===== src/hw/rtl/phrase_match_line_column_assert.svh =====
// Assertion macros for the phrase matcher.
`ifndef PHRASE_MATCH_LINE_COLUMN_ASSERT_SVH
`define PHRASE_MATCH_LINE_COLUMN_ASSERT_SVH

// Same-cycle implication, disabled during reset.
`define PLMC_ASSERT_NOW(label, ante, cons) \
  label: assert property (@(posedge clk) disable iff (rst) (ante) |-> (cons)) \
    else $error("phrase matcher check failed");

// Next-cycle implication, disabled during reset.
`define PLMC_ASSERT_NEXT(label, ante, cons) \
  label: assert property (@(posedge clk) disable iff (rst) (ante) |=> (cons)) \
    else $error("phrase matcher check failed");

`endif


===== src/hw/rtl/plmc_pkg.sv =====
// Shared types and constants for the phrase matcher.
package plmc_pkg;

  localparam int MAX_PHRASE     = 32;
  localparam int LINE_BITS      = 24;
  localparam int COLUMN_BITS    = 16;
  localparam int LEN_BITS       = 6;
  localparam int PHRASE_BYTES   = 32;
  localparam int PHRASE_WORDS   = 4;
  localparam int CFG_INDEX_BITS = 3;
  localparam int CFG_DATA_BITS  = 64;

  localparam logic [7:0] NEWLINE = 8'h0A;

  typedef enum logic [CFG_INDEX_BITS-1:0] {
    REG_PHRASE_LENGTH  = 3'd0,
    REG_BYTES_0_7      = 3'd1,
    REG_BYTES_8_15     = 3'd2,
    REG_BYTES_16_23    = 3'd3,
    REG_BYTES_24_31    = 3'd4
  } cfg_reg_t;

  typedef struct packed {
    logic [7:0] text_byte;
    logic       end_of_text;
  } text_item_t;

  typedef struct packed {
    logic [LINE_BITS-1:0]   start_line;
    logic [COLUMN_BITS-1:0] start_column;
  } match_item_t;

  typedef struct packed {
    logic                   valid;
    logic [7:0]             data;
    logic [LINE_BITS-1:0]   line;
    logic [COLUMN_BITS-1:0] column;
  } cell_data_t;

endpackage


===== src/hw/rtl/plmc_cell.sv =====
// One window cell: holds a byte with its position and compares the incoming byte.
module plmc_cell (
  input  logic                 clk,
  input  logic                 rst,
  input  logic                 shift,
  input  logic                 flush,
  input  plmc_pkg::cell_data_t feed,
  input  logic [7:0]           expected,
  input  logic                 compare_en,
  output plmc_pkg::cell_data_t entry,
  output logic                 match_ok
);

  logic                             held_valid;
  logic [7:0]                       held_data;
  logic [plmc_pkg::LINE_BITS-1:0]   held_line;
  logic [plmc_pkg::COLUMN_BITS-1:0] held_column;

  always_ff @(posedge clk) begin
    if (rst) begin
      held_valid <= 1'b0;
    end else if (shift) begin
      held_valid <= feed.valid & ~flush;
    end
  end

  always_ff @(posedge clk) begin
    if (shift) begin
      held_data   <= feed.data;
      held_line   <= feed.line;
      held_column <= feed.column;
    end
  end

  assign entry    = '{valid: held_valid, data: held_data, line: held_line,
                      column: held_column};
  assign match_ok = ~compare_en | (feed.valid & (feed.data == expected));

endmodule


===== config.mk =====
export PLATFORM = sky130hd
export DESIGN_NAME = plmc_cell
export DESIGN_NICKNAME = d
export VERILOG_FILES = /design/src/hw/rtl/phrase_match_line_column_assert.svh /design/src/hw/rtl/plmc_pkg.sv /design/src/hw/rtl/plmc_cell.sv
export SDC_FILE = /design/constraint.sdc
export NUM_CORES = 1
export LEC_CHECK = 0
export BUFFER_PORTS_ARGS = -buffer_cell sky130_fd_sc_hd__buf_2
export CORE_MARGIN = 8
export CORE_UTILIZATION = 30
export DETAILED_ROUTE_END_ITERATION = 12
export SYNTH_ARGS = -nofsm -noshare
export SYNTH_HDL_FRONTEND = slang
export SYNTH_SLANG_ARGS = --single-unit

===== constraint.sdc =====
create_clock -name clk -period 1 [get_ports clk]
set_clock_uncertainty 0.1 [all_clocks]
set_input_delay 0.15 -clock clk [delete_from_list [all_inputs] [get_ports clk]]
set_output_delay 0.15 -clock clk [all_outputs]
set_load 0.01 [all_outputs]

**After elaboration in Yosys (flattened, before gate mapping)**

Index checks and enable logic that the tools add are counted.

- Register bits after elaboration: 49
- Bits of input ports: 62
- Output and inout port bits: 50
- Word-level logic and storage cells: 10

- Eq/ne operators: 1
- Bitwise gates (word level): 5

Operators by type and width:

| operator | number |
|---|---|
| 8-bit equality test | 1 |
| 1-bit AND | 2 |
| 1-bit inverter | 2 |
| 1-bit OR | 1 |

**Depth between registers and ports, before layout**

Gate-level depths: netlist (run 1).

- Word-level depth: 3
- Gate-level depth with buffers: 3
- Depth with buffers taken out: 3

**Worst setup path before layout (run 1)**

Ideal clock, no wire load.

- Path type: input to output
- Start: input expected[2]
- End: output match_ok
- Arrival: 0.668 ns
- Required time: 0.750 ns
- Slack: 0.082 ns
- Stages: 3
- Path buffers: 0
- Path through: xnor2_1 -> nand3_1 -> o31ai_2

- Longest elaborated chain between the ends: 3

RTL lines:

| item | RTL line | source |
|---|---|---|
| from (decl) | plmc_cell.sv:8 | `input logic [7:0] expected,` |
| 8-bit equality test | plmc_cell.sv:37 | `assign match_ok = ~compare_en \| (feed.valid & (feed.data == expected));` |
| 1-bit AND | plmc_cell.sv:37 |  |
| 1-bit OR | plmc_cell.sv:37 |  |
| to (decl) | plmc_cell.sv:11 | `output logic match_ok` |

No other way between the ends.

**Final worst setup path (run 1)**

- Start: input expected[6]
- End: output match_ok

Same word-level chain as after synthesis.

==> summary.md, run 1 <==
| Metric | Value |
|---|---|
| Status | finished with violations |
| Failing checks | negative setup slack |
| Synth cell types | 11 |
| Average size of a mapped cell | 24.39 um^2 |
| EDFF count, synth | 48 |
| Drt wl/cell | about 15 um |
| Post CTS Setup Buffer Count | 0 |
| Period Utilization, post-route | 1.132 |
| Max-slew violation count | 0 |
| Initial antenna violation count | 0 |
| Hold crit path type | in -> reg |
| Fin. Hold Viols | 0 |
| Via count | 1217 |
| DPL Wire Length | 3229 um |
| Vias in the first global route | 1279 |
| Boundary pin count | 112 |
| RSZ-0062 raised after global routing | true |
| Post-synth net total | around 130 |
| Reg2reg start | held_valid |
| P_leak | between 1 and 1.5 nW |
| Worst skew pair latency | 0.29 ns |
| Worst IR Drop VDD | 0.7099 mV |
| Crit-path max FO | 1 |
| CTS tree | yes |
| Largest net degree at the start of global routing | 27 |
| Mapped Area | 0.001585 mm^2 |
| Chip width | 88.69 um |
| Final worst slack | -0.1321 ns |
| Die area | 0.007866 mm^2 |
| Critical Path End Type | output port |
| Worst slew margin | 0.8927 |
| Setup total negative slack | -2.677 ns |
| Max clock buf depth | 2 |
| Synth top cells by count | edfxtp_1, xnor2_1 |
| Clock sink total | 49 |
| Core Rows | 26 |
| Pre-CTS setup slack | -0.1832 ns |
| CP startpoint kind | primary input |
| Most common cell in the netlist | edfxtp_1 |
| Non-Filler Instances | 305 |
| Post-Route WL | 4538 um |
| Remaining DRCs | 0 |
| WS Path Type | in -> out |
| Top cell type's share of synthesized area | 0.9092 |
| Arr. time, crit path | 0.88 ns |
| Minimum clock period | 1.132 ns |
| Worst-path clk slew | ~0.080 ns |
| Seq/Total Area, Yosys | 0.9219 |
| Initial drt markers | 20 |
| PwrDens | between 1500 and 2000 mW/mm^2 |
| Port bufs | 111 |
| Layout Utilization | 0.5774 |
| Initial Util | 0.3104 |
| Worst-margin pin slew | 0.1600 ns |
| Core Region | 0.005107 mm^2 |
| Syn Inst Count | 65 |
| Fmax | 883.3 MHz |
| Drt via density | 3.990 |
| Tot GR Track Use | 0.1107 |
| Dpl cells | between 200 and 300 |
| Top FF cell, synth | edfxtp_1 |
| H-Tree Depth | 2 |
| DRT antenna net count | 0 |
| First-pass GRT wire length | 6382 um |
| ANT cells | 0 |
| Fraction of layout cells with a size suffix above 1 | 0.5532 |
| #FFs+latches synth | 49 |
| Root Buffer Master | clkbuf_8 |
| Num CTS Buffers | 5 |
| Worst EP required | ~0.75 ns |
| Cell taking the most area after synthesis | edfxtp_1 |
| Endpoints failing setup | 49 |
| Hold path startpoint | feed[48] |
| Synth warnings | 0 |
| Max Cap Viol | 0 |
| GRT Residual Overflow | 0 |
| RD Place Congestion | between 0.6 and 0.7 |
| Async set-reset flop share out of synthesis | 0 |
| Final net count | roughly 300 |
| Area grow syn2layout | 86.03% |
| Die Span Y | 88.69 um |
| Critical path origin | expected[6] |
| Largest cells by area after synthesis | edfxtp_1, xnor2_1, dfxtp_1, o31ai_2, buf_4 |
| Drt pass-1 iters | 2 |
## what timing repair did
| item | in CTS | in global routing |
|---|---|---|
| setup endpoints to repair | 50 | 50 |
| hold endpoints to repair | 45 | 0 |
| gates resized for setup | 11 | 3 |
| pin swaps | 1 | 1 |
| hold buffers | 46 | 0 |
## report_power, final
| group | leakage [nW] | total, mW | switching (mW) | internal (mW) |
|---|---|---|---|---|
| registers | 0.478 | 2.47 | 0.0386 | 2.43 |
| clock network | 0.0518 | 1.33 | 0.598 | 0.735 |
| logic | 0.735 | 0.665 | 0.279 | 0.386 |
## critical path, cell delays in order
cell     delay (ns)
buf_6          0.09
xnor2_2        0.14
nand4_1        0.15
o31ai_2        0.19
buf_2          0.16
## cells in the final DEF, fill, tap and decap left out, drive strengths merged
| cell | Yosys | routed |
|---|---|---|
| dlygate4sd3 | 0 | 46 |
| nand4 | 1 | 1 |
| dfxtp | 1 | 1 |
| clkbuf | 0 | 5 |
| a21oi | 1 | 1 |
| nand3 | 1 | 1 |
| clkinv | 0 | 1 |
| nand2 | 1 | 1 |
| buf | 1 | 117 |
| xnor2 | 8 | 8 |
| nand3b | 1 | 1 |
| bufinv | 0 | 1 |
| edfxtp | 48 | 48 |
| clkinvlp | 0 | 1 |
| nand2b | 1 | 1 |
| o31ai | 1 | 1 |
## final timing paths
path	endpoint	slack [ns]	cells after the start
worst min-delay path	held_valid	0.03	3
worst max-delay path	match_ok	-0.13	5
worst max register to register	held_valid	0.31	2
worst min register to register	held_valid	0.38	2
## stage by stage
| stage | power (mW) | hold WS [ns] | cell area, um^2 |
|---|---|---|---|
| after global placement | 2.995 | 0.2084 | 2291 |
| after global routing | 4.653 | 0.03365 | 2949 |
| after detailed placement | 3.004 | 0.2155 | 2291 |
| after floorplan | 2.650 | 0.1191 | 1585 |
| after CTS | 4.517 | 0.01779 | 2929 |
| final | 4.465 | 0.03255 | 2949 |
## area by class of cell
| class | count | area [um^2] |
|---|---|---|
| clock buffer | 5 | 68.82 |
| clock inverter | 3 | 41.29 |
| fill | 414 | 2158 |
| multi-input combinational | 15 | 146.4 |
| sequential | 49 | 1463 |
| tap | 70 | 87.58 |
| timing repair buffer | 163 | 1142 |
## cells by family (layout without fill, tap and decap cells)
| group | Yosys count | count (layout) | synth area share |
|---|---|---|---|
| compound gates | 2 | 2 | 0.01105 |
| xor+xnor | 8 | 8 | 0.04420 |
| flops | 49 | 49 | 0.9219 |
| simple gates | 5 | 5 | 0.01815 |
| buf+inv | 1 | 171 | 0.004737 |
## sequential cells by signal, summed over array words and instances (netlist names)
name,cells
held_column,16
held_line,24
held_data,8
held_valid,1
## metal layers
layer  vias to the layer above  GRT usage  routed length [um]
met5                         -          0                   0
met4                         0    0.04147                  53
met3                         6    0.05942                 651
met2                        71     0.1914                2207
met1                       554     0.1087                1626
li1                        586          -                   -
Note: power is estimated with default switching activity, not from simulation.
==> run 2: changes to the inputs <==
--- a/config.mk
+++ b/config.mk
@@ -6,6 +6,7 @@
 export NUM_CORES = 1
 export LEC_CHECK = 0
 export BUFFER_PORTS_ARGS = -buffer_cell sky130_fd_sc_hd__buf_2
+export CAP_MARGIN = 30
 export CORE_MARGIN = 8
 export CORE_UTILIZATION = 30
 export DETAILED_ROUTE_END_ITERATION = 12
==> constraint.sdc (replaced) <==
create_clock -name clk -period 1 [get_ports clk]
set_clock_uncertainty 0.1 [all_clocks]
set_input_delay 0 -clock clk [delete_from_list [all_inputs] [get_ports clk]]
set_output_delay 0 -clock clk [all_outputs]
set_load 0.01 [all_outputs]
==> run 2 against run 1 <==
  * Clock power grew 4%
  * Routed wire length grew 4.6%
  * The run now ends clean
  * Maximum frequency is 19% higher
  * Count of clock-buffer cells in the layout unchanged
  * Die area unchanged
  * Non-clock buffer count up 1
  * Sequential cell count unchanged
  * First-iteration DRC count is 45% higher
  * Total power barely moved
  * Cell count increased by 0.33%
  * Sequential power hardly changed
  * Worst setup slack improved by 0.18 ns
==> summary.md, run 2 (same netlist as run 1, synthesis figures left out) <==
| Metric | Value |
|---|---|
| Status | completed |
| ANT cells | 0 (unchanged) |
| Max Cap Viol | 0 (unchanged) |
| P_leak | 1.222 nW (-3.5%) |
| Vias in the first global route | 1309 (+2.3%) |
| Initial drt markers | 29 (+45%) |
| PwrDens | 1558 mW/mm^2 (+2.9%) |
| Worst path buffer plus inverter count | 1 (-1) |
| Max clock buf depth | 2 (unchanged) |
| Worst skew pair latency | 0.29 ns (about the same) |
| R2R depth | 2 (unchanged) |
| CP Depth | 1 (-4) |
| RSZ-0062 raised after global routing | false |
| Clock sink total | 49 (unchanged) |
| Design Power | 4.469 mW (about the same) |
| FILL cells | 435 (+5.1%) |
| Commonest cells after routing, fill and taps aside | buf_2, dlygate4sd3_1, edfxtp_1 |
| Boundary pin count | 112 (unchanged) |
| Hold crit path type | in -> reg |
| Root Buffer Master | clkbuf_8 |
| Post-Route WL | 4749 um (+4.6%) |
| Core Region | 0.005107 mm^2 (unchanged) |
| CTS resizes | 0 (-11) |
| Via count | 1238 (+1.7%) |
| Max-slew violation count | 0 (unchanged) |
| Initial antenna violation count | 0 (unchanged) |
| CP peak stage delay | 0.40 ns (+0.21 ns) |
| Worst-margin pin slew | 0.2066 ns (+0.04657 ns) |
| Core Rows | 26 (unchanged) |
| FF/Latch Area | 0.001461 mm^2 (about the same) |
| Endpoints failing setup | 0 (-100%) |
| Pre-CTS setup slack | 0.1415 ns (+0.3247 ns) |
| CP delay by family, top | flip-flops |
| CTS tree | yes |
| Worst-path clk slew | 0.09 ns (about the same) |
| Final worst slack | 0.04573 ns (+0.1778 ns) |
| Area grow syn2layout | 80.98% |
| First-pass GRT wire length | 6900 um (+8.1%) |
| Die area | 0.007866 mm^2 (unchanged) |
| Fraction of layout cells with a size suffix above 1 | 0.5127 (-0.04048) |
| Drt via density | 4.046 (+1.4%) |
| Slowest-stage cell, CP | edfxtp_1 |
| WS Path Type | reg -> out |
| Largest register FFs | 24 (unchanged) |
| Die Span Y | 88.69 um (unchanged) |
| CP Cell Sequence | buf_2 |
| Critical Path End Type | output port |
| Biggest register | held_line |
| Setup total negative slack | 0 ns (+2.677 ns) |
| Largest regs | held_line (24), held_column (16), held_data (8) |
| Worst IR Drop VDD | 0.5582 mV (-21%) |
| Drt pass-1 iters | 2 (unchanged) |
| Fmax | 1048 MHz (+19%) |
| Crit-path max FO | 1 (unchanged) |
| Initial Util | 0.3104 (unchanged) |
| Final net count | 297 (+0.34%) |
| Largest net degree at the start of global routing | 35 (+30%) |
| Num CTS Buffers | 5 (unchanged) |
| WHS | 0.07838 ns (+0.04583 ns) |
| Period Utilization, post-route | 0.9543 (-0.1778) |
| Chip width | 88.69 um (unchanged) |
| GRT Residual Overflow | 0 (unchanged) |
| H-Tree Depth | 2 (unchanged) |
| CP startpoint kind | register |
| Fin. Hold Viols | 0 (unchanged) |
| Remaining DRCs | 0 (unchanged) |
| Worst EP required | 0.90 ns (+0.15 ns) |
| Arr. time, crit path | 0.85 ns (-0.03 ns) |
| Multi-input logic area | 116.4 um^2 (-21%) |
| Tot GR Track Use | 0.1197 (+0.008988) |
| Hold Path Depth | 2 (-1) |
| Minimum clock period | 0.9543 ns (-0.1778 ns) |
| DPL Wire Length | 3248 um (+0.59%) |
| Port bufs | 111 (unchanged) |
| Drt wl/cell | 15.52 um (+4.3%) |
| RD Place Congestion | 0.6330 (-1.8%) |
| Worst slew margin | 0.8623 (-0.03041) |
| Commonest non-fill, non-tap cell in the layout | buf_2 |
| DRT antenna net count | 0 (unchanged) |
-- run 2: report_power, final --
| group | leakage (nW) | switching [mW] | internal, mW |
|---|---|---|---|
| registers | 0.478 | 0.0365 | 2.43 |
| clock network | 0.0518 | 0.639 | 0.736 |
| logic | 0.692 | 0.277 | 0.352 |
-- run 2: repair_timing --
item,CTS,global route
hold endpoints to repair,49,0
hold buffers,51,0
setup buffers,0,0
-- run 2: final timing paths --
kind / slack (ns) / to / startpoint
hold / removal: 0.08 / held_column[2] / shift
hold reg to reg: 0.37 / held_valid / held_valid
setup / recovery: 0.05 / entry[15] / held_column[15]
setup reg to reg: 0.34 / held_valid / held_valid
-- run 2: final cells by class --
| class | count | share of cell area |
|---|---|---|
| Tap cell | 70 | 0.03053 |
| Sequential cell | 49 | 0.5094 |
| Multi-Input combinational cell | 15 | 0.04056 |
| Timing Repair Buffer | 164 | 0.3812 |
| Clock buffer | 5 | 0.02399 |
| Clock inverter | 3 | 0.01439 |
-- run 2: metal layers --
layer  GRT usage  part of all wire
met1      0.1359              0.39
met2      0.1961              0.48
met3     0.04828              0.12
met4     0.04608            0.0082
met5           0                 0
-- run 2: through the flow --
step	area (um^2)	cells	utilization
after floorplan	1585	65	-
after global placement	2248	247	0.4402
after detailed placement	2248	247	0.4402
after CTS	2869	306	0.5617
after global routing	2869	306	0.5617
final	2869	306	0.5617
